===== config.mk =====
export PLATFORM = sky130hd
export DESIGN_NAME = heading_complementary_fusion_unit_flat
export DESIGN_NICKNAME = d
export VERILOG_FILES = /design/src/rtl/core/hcf_pkg.sv /design/src/rtl/core/hcf_channels.sv /design/src/rtl/core/hcf_dp.sv /design/src/rtl/core/hcf_ctrl.sv /design/src/rtl/core/heading_complementary_fusion_unit.sv /design/src/flat_wrapper.sv
export VERILOG_INCLUDE_DIRS = /design/src /design/src/rtl/core
export SDC_FILE = /design/constraint.sdc
export NUM_CORES = 2
export LEC_CHECK = 0
export ABC_CLOCK_PERIOD_IN_PS = 10400
export BUFFER_PORTS_ARGS = -buffer_cell sky130_fd_sc_hd__buf_2
export CAP_MARGIN = 20
export CORE_MARGIN = 2
export CORE_UTILIZATION = 55
export CTS_BUF_LIST = sky130_fd_sc_hd__clkbuf_8
export CTS_CLUSTER_DIAMETER = 200
export CTS_CLUSTER_SIZE = 12
export DETAILED_ROUTE_END_ITERATION = 8
export PLACE_DENSITY = 0.72
export SYNTH_ARGS = -nofsm -noshare
export SYNTH_HDL_FRONTEND = slang
export SYNTH_SLANG_ARGS = --single-unit

===== constraint.sdc =====
create_clock -name clk -period 10.4 [get_ports clk]
set_input_delay 0 -clock clk [delete_from_list [all_inputs] [get_ports clk]]
set_output_delay 0 -clock clk [all_outputs]
set_load 0.05 [all_outputs]

===== src/rtl/core/assert_macros.svh =====
// Assertion macros shared by the heading fusion RTL.
// Depends on nothing; bodies are empty when SYNTHESIS is defined.
`ifndef ASSERT_MACROS_SVH
`define ASSERT_MACROS_SVH
`ifndef SYNTHESIS
// Invariant that holds at every clock edge out of reset.
`define HCF_ASSERT(lbl, clk_s, rstn_s, prop, msg) \
  lbl: assert property (@(posedge clk_s) disable iff (!rstn_s) (prop)) \
    else $error(msg);
// Consequence that must follow in the cycle after the trigger.
`define HCF_ASSERT_NEXT(lbl, clk_s, rstn_s, ante, cons, msg) \
  lbl: assert property (@(posedge clk_s) disable iff (!rstn_s) (ante) |=> (cons)) \
    else $error(msg);
`else
`define HCF_ASSERT(lbl, clk_s, rstn_s, prop, msg)
`define HCF_ASSERT_NEXT(lbl, clk_s, rstn_s, ante, cons, msg)
`endif
`endif


===== src/rtl/core/hcf_pkg.sv =====
// Package for the heading fusion block: field widths, register codes,
// reset values, divider constants and controller/datapath types. No dependencies.
`default_nettype none

package hcf_pkg;

  // word field widths
  localparam int RATE_W     = 16;
  localparam int INTERVAL_W = 20;
  localparam int HEAD_W     = 15;

  localparam int ANGLE_FRACTION_BITS_DEF = 6;

  // configuration registers
  localparam int CFG_IDX_W  = 3;
  localparam int CFG_DATA_W = 20;
  localparam int GAIN_W     = 13;
  localparam int BIAS_W     = 13;
  localparam int THR_W      = 15;
  localparam int OUTLIER_W  = 14;

  typedef enum logic [CFG_IDX_W-1:0] {
    CFG_GYRO_BIAS        = 3'd0,
    CFG_MAG_FILTER_GAIN  = 3'd1,
    CFG_FUSE_GAIN_STILL  = 3'd2,
    CFG_FUSE_GAIN_MOVING = 3'd3,
    CFG_MOVING_THRESHOLD = 3'd4,
    CFG_OUTLIER_LIMIT    = 3'd5,
    CFG_MAX_INTERVAL     = 3'd6
  } cfg_idx_t;

  localparam logic signed [BIAS_W-1:0] RST_GYRO_BIAS     = 13'sd0;
  localparam logic [GAIN_W-1:0]        RST_MAG_GAIN      = 13'd901;
  localparam logic [GAIN_W-1:0]        RST_GAIN_STILL    = 13'd164;
  localparam logic [GAIN_W-1:0]        RST_GAIN_MOVING   = 13'd82;
  localparam logic [THR_W-1:0]         RST_MOVING_THR    = 15'd640;
  localparam logic [OUTLIER_W-1:0]     RST_OUTLIER_LIMIT = 14'd2240;
  localparam logic [INTERVAL_W-1:0]    RST_MAX_INTERVAL  = 20'd200000;

  // shared multiplier: 16 x 20 unsigned
  localparam int MUL_A_W = RATE_W;
  localparam int MUL_B_W = INTERVAL_W;
  localparam int PROD_W  = MUL_A_W + MUL_B_W;

  // Q12 gains, round half away from zero on the magnitude
  localparam int Q12_SHIFT  = 12;
  localparam int ROUND_HALF = 1 << (Q12_SHIFT - 1);

  // divide by 1e6 = 2^6 * 15625: drop six bits, then long division by 15625
  localparam int DIV_PRESHIFT      = 6;
  localparam int DIV_DIVISOR       = 15625;
  localparam int DREM_W            = 14;
  localparam int QUO_W             = 17;
  localparam int DIV_BITS_PER_STEP = 3;
  localparam int DIV_STEPS         = (QUO_W + DIV_BITS_PER_STEP - 1) / DIV_BITS_PER_STEP;
  localparam int QSH_W             = DIV_BITS_PER_STEP * DIV_STEPS;
  localparam int DIV_CNT_W         = $clog2(DIV_STEPS);

  typedef enum logic [3:0] {
    S_IDLE,
    S_START,
    S_DIV,
    S_INTEG,
    S_JUMP,
    S_MUL_JUMP,
    S_CMP_UPD,
    S_ERR,
    S_MUL_ERR,
    S_FUSE_UPD,
    S_DONE
  } ctrl_state_t;

  typedef enum logic [3:0] {
    OP_NONE,
    OP_LOAD,
    OP_MUL_RATE,
    OP_DIV_STEP,
    OP_INTEG,
    OP_JUMP,
    OP_MUL_GAIN,
    OP_CMP_UPD,
    OP_ERR,
    OP_FUSE_UPD,
    OP_OUT_LOAD
  } dp_op_t;

  typedef struct packed {
    dp_op_t op;
    logic   div_first;
  } dp_cmd_t;

  typedef struct packed {
    logic integ_en;
    logic present;
  } dp_stat_t;

endpackage

`default_nettype wire


===== src/rtl/core/hcf_channels.sv =====
// Valid/ready channel interfaces of the heading fusion block: input word,
// result word and register write. Depends on hcf_pkg.
`default_nettype none

interface hcf_in_if;
  import hcf_pkg::*;
  logic                         valid;
  logic                         ready;
  logic signed [RATE_W-1:0]     raw_rate;
  logic        [INTERVAL_W-1:0] interval_us;
  logic                         compass_present;
  logic        [HEAD_W-1:0]     compass_heading;

  modport source (output valid, raw_rate, interval_us, compass_present, compass_heading,
                  input ready);
  modport sink   (input valid, raw_rate, interval_us, compass_present, compass_heading,
                  output ready);
endinterface

interface hcf_out_if;
  import hcf_pkg::*;
  logic                     valid;
  logic                     ready;
  logic        [HEAD_W-1:0] fused_heading;
  logic                     fused_valid;
  logic        [HEAD_W-1:0] filtered_compass;
  logic signed [RATE_W-1:0] corrected_rate;

  modport source (output valid, fused_heading, fused_valid, filtered_compass,
                  corrected_rate, input ready);
  modport sink   (input valid, fused_heading, fused_valid, filtered_compass,
                  corrected_rate, output ready);
endinterface

interface hcf_cfg_if;
  import hcf_pkg::*;
  logic                  valid;
  logic                  ready;
  logic [CFG_IDX_W-1:0]  idx;
  logic [CFG_DATA_W-1:0] wdata;

  modport source (output valid, idx, wdata, input ready);
  modport sink   (input valid, idx, wdata, output ready);
endinterface

`default_nettype wire


===== src/rtl/core/hcf_dp.sv =====
// Datapath of the heading fusion block: registers, shared multiplier,
// constant divider, angle wrapping and result register. Depends on hcf_pkg.
`default_nettype none

module hcf_dp #(
  parameter int ANGLE_FRACTION_BITS = hcf_pkg::ANGLE_FRACTION_BITS_DEF
) (
  input  logic                                clk,
  input  logic                                rst_n,
  input  hcf_pkg::dp_cmd_t                    cmd,
  output hcf_pkg::dp_stat_t                   stat,
  input  logic                                cfg_we,
  input  logic [hcf_pkg::CFG_IDX_W-1:0]       cfg_index,
  input  logic [hcf_pkg::CFG_DATA_W-1:0]      cfg_data,
  input  logic signed [hcf_pkg::RATE_W-1:0]   raw_rate,
  input  logic [hcf_pkg::INTERVAL_W-1:0]      interval_us,
  input  logic                                compass_present,
  input  logic [hcf_pkg::HEAD_W-1:0]          compass_heading,
  output logic [hcf_pkg::HEAD_W-1:0]          fused_heading,
  output logic                                fused_valid,
  output logic [hcf_pkg::HEAD_W-1:0]          filtered_compass,
  output logic signed [hcf_pkg::RATE_W-1:0]   corrected_rate
);
  import hcf_pkg::*;

  localparam int FULL_TURN  = 360 << ANGLE_FRACTION_BITS;
  localparam int HALF_TURN  = 180 << ANGLE_FRACTION_BITS;
  localparam int AW         = $clog2(FULL_TURN);
  localparam int SW         = AW + 2;
  localparam int MOD_W      = (AW > QUO_W) ? AW + 1 : QUO_W + 1;
  localparam int HEAD_STEPS = $clog2(((1 << HEAD_W) + FULL_TURN - 1) / FULL_TURN);
  localparam int STEP_STEPS = $clog2(((1 << QUO_W) + FULL_TURN - 1) / FULL_TURN);
  localparam int CMP_W      = (AW > OUTLIER_W) ? AW : OUTLIER_W;

  localparam logic signed [SW-1:0] FULL_S = SW'(FULL_TURN);
  localparam logic signed [SW-1:0] HALF_S = SW'(HALF_TURN);
  localparam logic signed [RATE_W:0] SAT_HI = (RATE_W+1)'((1 << (RATE_W - 1)) - 1);
  localparam logic signed [RATE_W:0] SAT_LO = (RATE_W+1)'(-(1 << (RATE_W - 1)));

  // base +/- delta, both inside one turn, wrapped back into one turn
  function automatic logic [AW-1:0] turn_add(input logic [AW-1:0] base,
                                             input logic [AW-1:0] delta,
                                             input logic          sub);
    logic [AW:0] t;
    if (sub) begin
      t = {1'b0, base} - {1'b0, delta};
      if (t[AW]) t = t + (AW+1)'(FULL_TURN);
    end else begin
      t = {1'b0, base} + {1'b0, delta};
      if (t >= (AW+1)'(FULL_TURN)) t = t - (AW+1)'(FULL_TURN);
    end
    return t[AW-1:0];
  endfunction

  // a - b wrapped into [-half turn, half turn)
  function automatic logic signed [SW-1:0] turn_diff(input logic [AW-1:0] a,
                                                     input logic [AW-1:0] b);
    logic signed [SW-1:0] d;
    d = signed'({2'b00, a}) - signed'({2'b00, b});
    if (d >= HALF_S) d = d - FULL_S;
    else if (d < -HALF_S) d = d + FULL_S;
    return d;
  endfunction

  // configuration registers
  logic signed [BIAS_W-1:0]  gyro_bias_r;
  logic [GAIN_W-1:0]         mag_gain_r;
  logic [GAIN_W-1:0]         gain_still_r;
  logic [GAIN_W-1:0]         gain_moving_r;
  logic [THR_W-1:0]          move_thr_r;
  logic [OUTLIER_W-1:0]      outlier_r;
  logic [INTERVAL_W-1:0]     max_int_r;

  // filter state
  logic [AW-1:0]             fused_r;
  logic [AW-1:0]             compass_r;
  logic                      fused_seeded_r;
  logic                      compass_seeded_r;

  // per-word working registers
  logic signed [RATE_W-1:0]  rate_r;
  logic [RATE_W-1:0]         mag_r;
  logic                      neg_r;
  logic [INTERVAL_W-1:0]     interval_r;
  logic                      present_r;
  logic [AW-1:0]             heading_r;
  logic                      integ_en_r;
  logic [PROD_W-1:0]         prod_r;
  logic [DREM_W-1:0]         rem_r;
  logic [QSH_W-1:0]          sh_r;
  logic [AW-1:0]             dmag_r;
  logic                      dneg_r;
  logic                      upd_r;
  logic [GAIN_W-1:0]         gain_r;

  // result register
  logic [HEAD_W-1:0]         fused_out_r;
  logic                      fvalid_out_r;
  logic [HEAD_W-1:0]         comp_out_r;
  logic signed [RATE_W-1:0]  rate_out_r;

  // combinational values
  logic signed [RATE_W:0]    rate_diff;
  logic signed [RATE_W-1:0]  rate_sat;
  logic [RATE_W-1:0]         mag_nxt;
  logic [AW-1:0]             heading_nxt;
  logic [MUL_A_W-1:0]        mul_a;
  logic [MUL_B_W-1:0]        mul_b;
  logic [PROD_W-1:0]         prod_nxt;
  logic [DREM_W-1:0]         rem_nxt;
  logic [QSH_W-1:0]          sh_nxt;
  logic [AW-1:0]             step_mod;
  logic [AW-1:0]             rnd_mag;
  logic signed [SW-1:0]      jump_d;
  logic signed [SW-1:0]      err_d;
  logic [AW-1:0]             jump_mag;
  logic [AW-1:0]             err_mag;

  // bias removal, saturation and magnitude
  always_comb begin
    rate_diff = (RATE_W+1)'(raw_rate) - (RATE_W+1)'(gyro_bias_r);
    if (rate_diff > SAT_HI) rate_sat = RATE_W'(SAT_HI);
    else if (rate_diff < SAT_LO) rate_sat = RATE_W'(SAT_LO);
    else rate_sat = RATE_W'(rate_diff);
    mag_nxt = rate_sat[RATE_W-1] ? (RATE_W'(0) - RATE_W'(rate_sat)) : RATE_W'(rate_sat);
  end

  // reduce the incoming compass heading into one turn
  always_comb begin : head_reduce
    logic [MOD_W-1:0] v;
    v = MOD_W'(compass_heading);
    for (int k = HEAD_STEPS - 1; k >= 0; k--) begin
      if (v >= MOD_W'(FULL_TURN << k)) v = v - MOD_W'(FULL_TURN << k);
    end
    heading_nxt = AW'(v);
  end

  // reduce the integrated step into one turn
  always_comb begin : step_reduce
    logic [MOD_W-1:0] v;
    v = MOD_W'(sh_r[QUO_W-1:0]);
    for (int k = STEP_STEPS - 1; k >= 0; k--) begin
      if (v >= MOD_W'(FULL_TURN << k)) v = v - MOD_W'(FULL_TURN << k);
    end
    step_mod = AW'(v);
  end

  // shared multiplier
  always_comb begin
    if (cmd.op == OP_MUL_RATE) begin
      mul_a = mag_r;
      mul_b = interval_r;
    end else begin
      mul_a = MUL_A_W'(gain_r);
      mul_b = MUL_B_W'(dmag_r);
    end
    prod_nxt = mul_a * mul_b;
  end

  // restoring division by the divisor, several quotient bits a cycle
  always_comb begin : div_step
    logic [DREM_W:0] trial;
    rem_nxt = cmd.div_first ? DREM_W'(prod_r[PROD_W-1:DIV_PRESHIFT+QSH_W]) : rem_r;
    sh_nxt  = cmd.div_first ? prod_r[DIV_PRESHIFT+QSH_W-1:DIV_PRESHIFT] : sh_r;
    for (int i = 0; i < DIV_BITS_PER_STEP; i++) begin
      trial  = {rem_nxt, sh_nxt[QSH_W-1]};
      sh_nxt = {sh_nxt[QSH_W-2:0], 1'b0};
      if (trial >= (DREM_W+1)'(DIV_DIVISOR)) begin
        rem_nxt   = DREM_W'(trial - (DREM_W+1)'(DIV_DIVISOR));
        sh_nxt[0] = 1'b1;
      end else begin
        rem_nxt = trial[DREM_W-1:0];
      end
    end
  end

  // Q12 rounding on the magnitude, angle differences
  always_comb begin
    rnd_mag  = AW'((prod_r + PROD_W'(ROUND_HALF)) >> Q12_SHIFT);
    jump_d   = turn_diff(heading_r, compass_r);
    err_d    = turn_diff(compass_r, fused_r);
    jump_mag = jump_d[SW-1] ? AW'(-jump_d) : AW'(jump_d);
    err_mag  = err_d[SW-1] ? AW'(-err_d) : AW'(err_d);
  end

  // configuration and filter state
  always_ff @(posedge clk) begin
    if (!rst_n) begin
      gyro_bias_r      <= RST_GYRO_BIAS;
      mag_gain_r       <= RST_MAG_GAIN;
      gain_still_r     <= RST_GAIN_STILL;
      gain_moving_r    <= RST_GAIN_MOVING;
      move_thr_r       <= RST_MOVING_THR;
      outlier_r        <= RST_OUTLIER_LIMIT;
      max_int_r        <= RST_MAX_INTERVAL;
      fused_r          <= '0;
      compass_r        <= '0;
      fused_seeded_r   <= 1'b0;
      compass_seeded_r <= 1'b0;
    end else begin
      if (cfg_we) begin
        case (cfg_index)
          CFG_GYRO_BIAS:        gyro_bias_r   <= cfg_data[BIAS_W-1:0];
          CFG_MAG_FILTER_GAIN:  mag_gain_r    <= cfg_data[GAIN_W-1:0];
          CFG_FUSE_GAIN_STILL:  gain_still_r  <= cfg_data[GAIN_W-1:0];
          CFG_FUSE_GAIN_MOVING: gain_moving_r <= cfg_data[GAIN_W-1:0];
          CFG_MOVING_THRESHOLD: move_thr_r    <= cfg_data[THR_W-1:0];
          CFG_OUTLIER_LIMIT:    outlier_r     <= cfg_data[OUTLIER_W-1:0];
          CFG_MAX_INTERVAL:     max_int_r     <= cfg_data[INTERVAL_W-1:0];
          default: ;
        endcase
      end
      case (cmd.op)
        OP_INTEG: begin
          if (integ_en_r) fused_r <= turn_add(fused_r, step_mod, neg_r);
        end
        OP_JUMP: begin
          if (!compass_seeded_r) begin
            compass_r        <= heading_r;
            compass_seeded_r <= 1'b1;
          end
        end
        OP_CMP_UPD: begin
          if (upd_r) compass_r <= turn_add(compass_r, rnd_mag, dneg_r);
        end
        OP_ERR: begin
          if (!fused_seeded_r) begin
            fused_r        <= compass_r;
            fused_seeded_r <= 1'b1;
          end
        end
        OP_FUSE_UPD: begin
          if (upd_r) fused_r <= turn_add(fused_r, rnd_mag, dneg_r);
        end
        default: ;
      endcase
    end
  end

  // working and result registers
  always_ff @(posedge clk) begin
    case (cmd.op)
      OP_LOAD: begin
        rate_r     <= rate_sat;
        mag_r      <= mag_nxt;
        neg_r      <= !rate_sat[RATE_W-1] && (rate_sat != '0);
        interval_r <= interval_us;
        present_r  <= compass_present;
        heading_r  <= heading_nxt;
        integ_en_r <= fused_seeded_r && (interval_us != '0) && (interval_us <= max_int_r);
      end
      OP_MUL_RATE, OP_MUL_GAIN: begin
        prod_r <= prod_nxt;
      end
      OP_DIV_STEP: begin
        rem_r <= rem_nxt;
        sh_r  <= sh_nxt;
      end
      OP_JUMP: begin
        dmag_r <= jump_mag;
        dneg_r <= jump_d[SW-1];
        gain_r <= mag_gain_r;
        upd_r  <= compass_seeded_r && (CMP_W'(jump_mag) <= CMP_W'(outlier_r));
      end
      OP_ERR: begin
        dmag_r <= err_mag;
        dneg_r <= err_d[SW-1];
        gain_r <= (mag_r > RATE_W'(move_thr_r)) ? gain_moving_r : gain_still_r;
        upd_r  <= fused_seeded_r;
      end
      OP_OUT_LOAD: begin
        fused_out_r  <= HEAD_W'(fused_r);
        fvalid_out_r <= fused_seeded_r;
        comp_out_r   <= HEAD_W'(compass_r);
        rate_out_r   <= rate_r;
      end
      default: ;
    endcase
  end

  assign stat.integ_en    = integ_en_r;
  assign stat.present     = present_r;
  assign fused_heading    = fused_out_r;
  assign fused_valid      = fvalid_out_r;
  assign filtered_compass = comp_out_r;
  assign corrected_rate   = rate_out_r;

endmodule

`default_nettype wire


===== src/rtl/core/hcf_ctrl.sv =====
// Sequencer of the heading fusion block: walks one word through the
// datapath steps and owns the handshakes. Depends on hcf_pkg.
`default_nettype none

module hcf_ctrl (
  input  logic              clk,
  input  logic              rst_n,
  input  logic              in_valid,
  output logic              in_ready,
  output logic              out_valid,
  input  logic              out_ready,
  output hcf_pkg::dp_cmd_t  cmd,
  input  hcf_pkg::dp_stat_t stat
);
  import hcf_pkg::*;

  ctrl_state_t          state_r, state_nxt;
  logic [DIV_CNT_W-1:0] div_cnt_r, div_cnt_nxt;
  logic                 out_valid_r, out_valid_nxt;

  always_ff @(posedge clk) begin
    if (!rst_n) begin
      state_r     <= S_IDLE;
      div_cnt_r   <= '0;
      out_valid_r <= 1'b0;
    end else begin
      state_r     <= state_nxt;
      div_cnt_r   <= div_cnt_nxt;
      out_valid_r <= out_valid_nxt;
    end
  end

  always_comb begin
    state_nxt     = state_r;
    div_cnt_nxt   = div_cnt_r;
    out_valid_nxt = out_valid_r && !out_ready;
    cmd.op        = OP_NONE;
    cmd.div_first = 1'b0;
    in_ready      = 1'b0;
    case (state_r)
      S_IDLE: begin
        in_ready = 1'b1;
        if (in_valid) begin
          cmd.op    = OP_LOAD;
          state_nxt = S_START;
        end
      end
      S_START: begin
        // branch on what the word needs
        if (stat.integ_en) begin
          cmd.op      = OP_MUL_RATE;
          div_cnt_nxt = '0;
          state_nxt   = S_DIV;
        end else if (stat.present) begin
          cmd.op    = OP_JUMP;
          state_nxt = S_MUL_JUMP;
        end else begin
          state_nxt = S_DONE;
        end
      end
      S_DIV: begin
        cmd.op        = OP_DIV_STEP;
        cmd.div_first = (div_cnt_r == '0);
        div_cnt_nxt   = div_cnt_r + 1'b1;
        if (div_cnt_r == DIV_CNT_W'(DIV_STEPS - 1)) state_nxt = S_INTEG;
      end
      S_INTEG: begin
        cmd.op    = OP_INTEG;
        state_nxt = stat.present ? S_JUMP : S_DONE;
      end
      S_JUMP: begin
        cmd.op    = OP_JUMP;
        state_nxt = S_MUL_JUMP;
      end
      S_MUL_JUMP: begin
        cmd.op    = OP_MUL_GAIN;
        state_nxt = S_CMP_UPD;
      end
      S_CMP_UPD: begin
        cmd.op    = OP_CMP_UPD;
        state_nxt = S_ERR;
      end
      S_ERR: begin
        cmd.op    = OP_ERR;
        state_nxt = S_MUL_ERR;
      end
      S_MUL_ERR: begin
        cmd.op    = OP_MUL_GAIN;
        state_nxt = S_FUSE_UPD;
      end
      S_FUSE_UPD: begin
        cmd.op    = OP_FUSE_UPD;
        state_nxt = S_DONE;
      end
      S_DONE: begin
        // hold until the result register is free
        if (!out_valid_r || out_ready) begin
          cmd.op        = OP_OUT_LOAD;
          out_valid_nxt = 1'b1;
          state_nxt     = S_IDLE;
        end
      end
      default: begin
        state_nxt = S_IDLE;
      end
    endcase
  end

  assign out_valid = out_valid_r;

endmodule

`default_nettype wire


===== src/rtl/core/heading_complementary_fusion_unit.sv =====
// Top level of the gyro/compass heading fusion block: sequencer, datapath
// and channel wiring. Depends on hcf_pkg, hcf_channels, hcf_ctrl, hcf_dp.
//
//   channel    dir  carries
//   in_port    in   raw_rate, interval_us, compass_present, compass_heading
//   out_port   out  fused_heading, fused_valid, filtered_compass, corrected_rate
//   cfg_port   in   idx (register code), wdata
//
// One word is in work at a time. A word that neither integrates nor carries a
// compass heading passes only through the start and done states; the bulk of
// the work is the divide by one million, three quotient bits a cycle on a 17
// bit quotient, and the single shared multiplier used three times in turn.
// rst_n is synchronous: it clears the filter state and loads the register
// defaults. A stalled result waits in the output register while the next
// word is taken in; the block only holds at the end of that word's work.
`default_nettype none
`include "assert_macros.svh"

module heading_complementary_fusion_unit #(
  parameter int ANGLE_FRACTION_BITS = hcf_pkg::ANGLE_FRACTION_BITS_DEF
) (
  input logic        clk,
  input logic        rst_n,
  hcf_in_if.sink     in_port,
  hcf_out_if.source  out_port,
  hcf_cfg_if.sink    cfg_port
);
  import hcf_pkg::*;

  dp_cmd_t  cmd;
  dp_stat_t stat;
  logic     in_ready_w;
  logic     in_fire;
  logic     cfg_we;

  // register writes are always taken; the user must send them only while idle, which the block does not enforce
  assign cfg_port.ready = 1'b1;
  assign cfg_we         = cfg_port.valid && cfg_port.ready;

  assign in_port.ready  = in_ready_w;
  assign in_fire        = in_port.valid && in_ready_w;

  // sequencer: one step of the word per state, handshakes on both sides
  hcf_ctrl u_ctrl (
    .clk       (clk),
    .rst_n     (rst_n),
    .in_valid  (in_port.valid),
    .in_ready  (in_ready_w),
    .out_valid (out_port.valid),
    .out_ready (out_port.ready),
    .cmd       (cmd),
    .stat      (stat)
  );

  // datapath: registers, multiplier, divider and the result register
  hcf_dp #(
    .ANGLE_FRACTION_BITS (ANGLE_FRACTION_BITS)
  ) u_dp (
    .clk              (clk),
    .rst_n            (rst_n),
    .cmd              (cmd),
    .stat             (stat),
    .cfg_we           (cfg_we),
    .cfg_index        (cfg_port.idx),
    .cfg_data         (cfg_port.wdata),
    .raw_rate         (in_port.raw_rate),
    .interval_us      (in_port.interval_us),
    .compass_present  (in_port.compass_present),
    .compass_heading  (in_port.compass_heading),
    .fused_heading    (out_port.fused_heading),
    .fused_valid      (out_port.fused_valid),
    .filtered_compass (out_port.filtered_compass),
    .corrected_rate   (out_port.corrected_rate)
  );

  // the datapath captures a word exactly when the input handshake completes
  `HCF_ASSERT(a_load_on_accept, clk, rst_n, (cmd.op == OP_LOAD) == in_fire, "load out of step with input handshake")
  // a taken word keeps the input closed on the following cycle
  `HCF_ASSERT_NEXT(a_busy_after_accept, clk, rst_n, in_fire, !in_ready_w, "input reopened while word in work")
  // the result register is never overwritten while its word waits
  `HCF_ASSERT(a_no_overwrite, clk, rst_n, (cmd.op != OP_OUT_LOAD) || !out_port.valid || out_port.ready, "pending result word overwritten")

endmodule

`default_nettype wire

===== src/flat_wrapper.sv =====
// flat-port wrapper written by rule: the top's interface ports become plain ports
module heading_complementary_fusion_unit_flat import hcf_pkg::*;
#(
  parameter int ANGLE_FRACTION_BITS = hcf_pkg::ANGLE_FRACTION_BITS_DEF
)
  (clk, rst_n, in_port_valid, in_port_raw_rate, in_port_interval_us, in_port_compass_present, in_port_compass_heading, in_port_ready, out_port_valid, out_port_fused_heading, out_port_fused_valid, out_port_filtered_compass, out_port_corrected_rate, out_port_ready, cfg_port_valid, cfg_port_idx, cfg_port_wdata, cfg_port_ready);
  hcf_in_if in_port_i ();
  hcf_out_if out_port_i ();
  hcf_cfg_if cfg_port_i ();
  input logic clk;
  input logic rst_n;
  input wire logic [$bits(in_port_i.valid)-1:0] in_port_valid;
  input wire logic [$bits(in_port_i.raw_rate)-1:0] in_port_raw_rate;
  input wire logic [$bits(in_port_i.interval_us)-1:0] in_port_interval_us;
  input wire logic [$bits(in_port_i.compass_present)-1:0] in_port_compass_present;
  input wire logic [$bits(in_port_i.compass_heading)-1:0] in_port_compass_heading;
  output wire logic [$bits(in_port_i.ready)-1:0] in_port_ready;
  output wire logic [$bits(out_port_i.valid)-1:0] out_port_valid;
  output wire logic [$bits(out_port_i.fused_heading)-1:0] out_port_fused_heading;
  output wire logic [$bits(out_port_i.fused_valid)-1:0] out_port_fused_valid;
  output wire logic [$bits(out_port_i.filtered_compass)-1:0] out_port_filtered_compass;
  output wire logic [$bits(out_port_i.corrected_rate)-1:0] out_port_corrected_rate;
  input wire logic [$bits(out_port_i.ready)-1:0] out_port_ready;
  input wire logic [$bits(cfg_port_i.valid)-1:0] cfg_port_valid;
  input wire logic [$bits(cfg_port_i.idx)-1:0] cfg_port_idx;
  input wire logic [$bits(cfg_port_i.wdata)-1:0] cfg_port_wdata;
  output wire logic [$bits(cfg_port_i.ready)-1:0] cfg_port_ready;
  assign in_port_i.valid = in_port_valid;
  assign in_port_i.raw_rate = in_port_raw_rate;
  assign in_port_i.interval_us = in_port_interval_us;
  assign in_port_i.compass_present = in_port_compass_present;
  assign in_port_i.compass_heading = in_port_compass_heading;
  assign in_port_ready = in_port_i.ready;
  assign out_port_valid = out_port_i.valid;
  assign out_port_fused_heading = out_port_i.fused_heading;
  assign out_port_fused_valid = out_port_i.fused_valid;
  assign out_port_filtered_compass = out_port_i.filtered_compass;
  assign out_port_corrected_rate = out_port_i.corrected_rate;
  assign out_port_i.ready = out_port_ready;
  assign cfg_port_i.valid = cfg_port_valid;
  assign cfg_port_i.idx = cfg_port_idx;
  assign cfg_port_i.wdata = cfg_port_wdata;
  assign cfg_port_ready = cfg_port_i.ready;
  heading_complementary_fusion_unit #(.ANGLE_FRACTION_BITS(ANGLE_FRACTION_BITS)) u_core (.clk(clk), .rst_n(rst_n), .in_port(in_port_i), .out_port(out_port_i), .cfg_port(cfg_port_i));
endmodule

==> flow_metrics.env <==
export IMPL_fp_dieW_um=258.3
export IMPL_syn_instance_count=4172
export IMPL_antenna_left=0
export IMPL_via_count=30060
export IMPL_die_area_um2=66740
export IMPL_dp_hpwl_um=77120
export IMPL_clk_pin_slew_worst_paths_ns=0.11
export IMPL_fin_crit_ns=8.953
export IMPL_grt_overflow=0
export IMPL_wirelength_um=99610
export IMPL_synth_xor_area_share_pct=5.613
export IMPL_post_cts_buffers=0
export IMPL_cts_buffers=35
export IMPL_dieHeight_um=258.3
export IMPL_final_cells=5193
export IMPL_drc=0
export IMPL_ctsRootBufferMaster="clkbuf_8"
export IMPL_ios=130
export IMPL_syn2layout_area_growth_pct=8.124
export IMPL_synth_area_um2=35580
export IMPL_drv_slew=0
export IMPL_synth_ff_type="edfxtp_1"
export IMPL_synth_seq_cells=349
export IMPL_synth_simple_area_share_pct=17.92
export IMPL_place_ws_ns=1.289
export IMPL_critPathSlowestCell="nor3_2"
export IMPL_synth_adder_area_share_pct=25.67
export IMPL_critPathArrivalTime_ns=9.33
export IMPL_port_buffer_count=128
export IMPL_hold_viol=0
export IMPL_drtIter0Drc=2643
export IMPL_cap_viol_max_count=0
export IMPL_grt_max_degree=100
export IMPL_synth_net_count=4827
export IMPL_nFillCells=5751
export IMPL_wire_per_inst_um=19.18
export IMPL_seq_area_frac_synth_pct=25.49
export IMPL_crit_top_cell="fa_1"
export IMPL_synth_top_family_by_area="adder cells"
export IMPL_worst_setup_path_start_kind="flop"
export IMPL_synth_edf_count=208
export IMPL_grtUsageTotal_pct=29.55
export IMPL_antenna_found_initial=2
export IMPL_clock_path_buffers=3
export IMPL_synthArstFlopShare_pct=0
export IMPL_grt_pass1_wl_um=157000
export IMPL_start_util_pct=55.39
export IMPL_tritoncts="built"
export IMPL_grt_pass1_vias=29080
export IMPL_nNetsFinal=4967
export IMPL_synthMuxAreaShare_pct=2.641
export IMPL_ys_types=102
export IMPL_rows=93
export IMPL_fin_crit_sh_pct=86.08
export IMPL_path_max_fanout=24
export IMPL_setup_ws_ns=1.447
export IMPL_yosys_warnings=0
export IMPL_post_place_cells=5049
export IMPL_tightestPinTransition_ns=1.081
export IMPL_critPathKind="reg -> reg"
export IMPL_slew_headroom_pct=27.54
export IMPL_holdCritPathClass="in -> reg"
export IMPL_max_freq_mhz=111.7
export IMPL_vias_per_cell=5.788
export IMPL_tns_ns=0
export IMPL_cpPeakStageDelay_ns=0.91
export IMPL_synth_compound_area_share_pct=15.66
export IMPL_fin_skew_ns=0.06561
export IMPL_first_pass_iters=6
export IMPL_placeableCoreArea_um2=64230
export IMPL_status="completed"
export IMPL_clock_latency_ns=0.67
export IMPL_rsz0062_at_grt="no"
export IMPL_gp_congestion=0.9652
export IMPL_finalSetupViolCount=0
export IMPL_clock_sinks=349
export IMPL_drive_gt1_share_pct=6.804
export IMPL_crit_required_ns=10.78
export IMPL_endpoint_kind="flop"
export IMPL_h_tree_depth=2
export IMPL_syn_avg_cell_area_um2=8.528
==> worst max-delay path: cells and delay by family (launching register included) <==
kind / cells / cell delay [ns]
AO/OA/AOI/OAI: 6 / 1.59
XOR/XNOR: 1 / 0.14
adder cells (fa/ha/maj): 7 / 3.11
buffers and inverters: 6 / 0.72
flip-flops: 1 / 0.72
AND/OR/NAND/NOR: 9 / 2.36
==> per-layer routing <==
layer / GRT usage [%] / up-vias / share of wire (%)
li1: - / 14470 / -
met4: 11.18 / 0 / 4.1
met5: 0 / - / 0
met1: 41.16 / 14250 / 44
met3: 4.949 / 206 / 7.5
met2: 46.32 / 1133 / 44
==> sequential cells by signal, summed over array words and instances, names as in the netlist, 16 cells and up <==
signal / cells
u_core.u_dp.max_int_r: 20
u_core.u_dp.interval_r: 20
u_core.u_dp.rate_r: 16
u_core.u_dp.prod_r: 30
u_core.u_dp.sh_r: 18
u_core.u_dp.corrected_rate: 16
==> synth_stat cells, drive strengths merged (30+ instances only) <==
cell | count | area, um^2
inv | 512 | 1924
nand2b | 40 | 250.2
fa | 258 | 5165
clkbuf | 126 | 473.0
nor3 | 72 | 360.4
dfxtp | 141 | 2823
edfxtp | 208 | 6246
a21o | 51 | 382.9
xor2 | 74 | 648.1
nor2b | 39 | 244.0
o21ai | 194 | 970.9
a211oi | 35 | 267.8
a21oi | 277 | 1390
o211ai | 38 | 285.3
a31oi | 30 | 202.7
xnor2 | 154 | 1349
and3 | 80 | 500.5
nand2 | 647 | 2436
ha | 317 | 3966
mux2i | 71 | 710.7
nor2 | 286 | 1081
nand3 | 73 | 370.4
==> placed cells by master (no fill, tap or decap), types with 74 or more instances in the layout <==
master         netlist  final
fa_1               258    258
dlygate4sd3_1        0     75
and3_1              80     80
nand2_1            646    646
a21oi_1            276    276
xnor2_1            154    154
buf_2                7    128
xor2_1              74     74
o21ai_0            190    188
nor2_1             285    283
inv_1              509    530
dfxtp_1            141    141
edfxtp_1           208    208
ha_1               317    317
==> final timing paths <==
check                                                      startpoint                                       end  slack, ns  cells after the start
worst min-delay path                             in_port_raw_rate[13]       u_core.u_dp.mag_r[15]$_SDFFCE_PN0N_       0.05                      5
worst max register to register  u_core.u_ctrl.state_r[0]$_SDFFE_PN0P_          u_core.u_dp.prod_r[32]$_DFFE_PP_       1.45                     29
worst min register to register       u_core.u_dp.rate_r[10]$_DFFE_PN_  u_core.u_dp.corrected_rate[10]$_DFFE_PN_       0.43                      0
worst max-delay path            u_core.u_ctrl.state_r[0]$_SDFFE_PN0P_          u_core.u_dp.prod_r[32]$_DFFE_PP_       1.45                     29
==> kinds of logic (layout without fill, tap and decap cells) <==
logic type,Yosys count,after routing
other,2,4
AOI/OAI and AO/OA,873,873
DFF,349,349
and+or+nand+nor,1400,1400
buffers and inverters,654,818
xor gates and xnor gates,228,228
adders and majority gates,575,575
muxes,91,91
==> through the flow <==
| stage | instance area (um^2) | hold slack, ns | utilization (%) |
|---|---|---|---|
| after floorplan | 35580 | 0.09887 | - |
| after global placement | 37030 | 0.1943 | 57.65 |
| after detailed placement | 37030 | 0.1969 | 57.65 |
| after CTS | 38380 | 0.01497 | 59.75 |
| after global routing | 38470 | 0.06993 | 59.89 |
| final | 38470 | 0.04977 | 59.89 |
==> final cells by class <==
type / instances / area (um^2) / share of cell area, %
clock buffer: 35 / 481.7 / 1.252
timing repair buffer: 244 / 1727 / 4.489
antenna: 2 / 5.005 / 0.01301
inverter: 513 / 1931 / 5.019
tap: 855 / 1070 / 2.781
sequential: 349 / 9069 / 23.57
clock inverter: 26 / 126.4 / 0.3285
multi-input combinational: 3169 / 24060 / 62.54
==> timing repair <==
item,CTS,global route
resized for setup,0,0
endpoints found under the hold margin,161,2
hold buffers,74,1
setup endpoints to repair,0,0
Power is left out: the tool's default activity adds up to more than one toggle a clock period on the data nets, which glitch-free logic cannot reach.
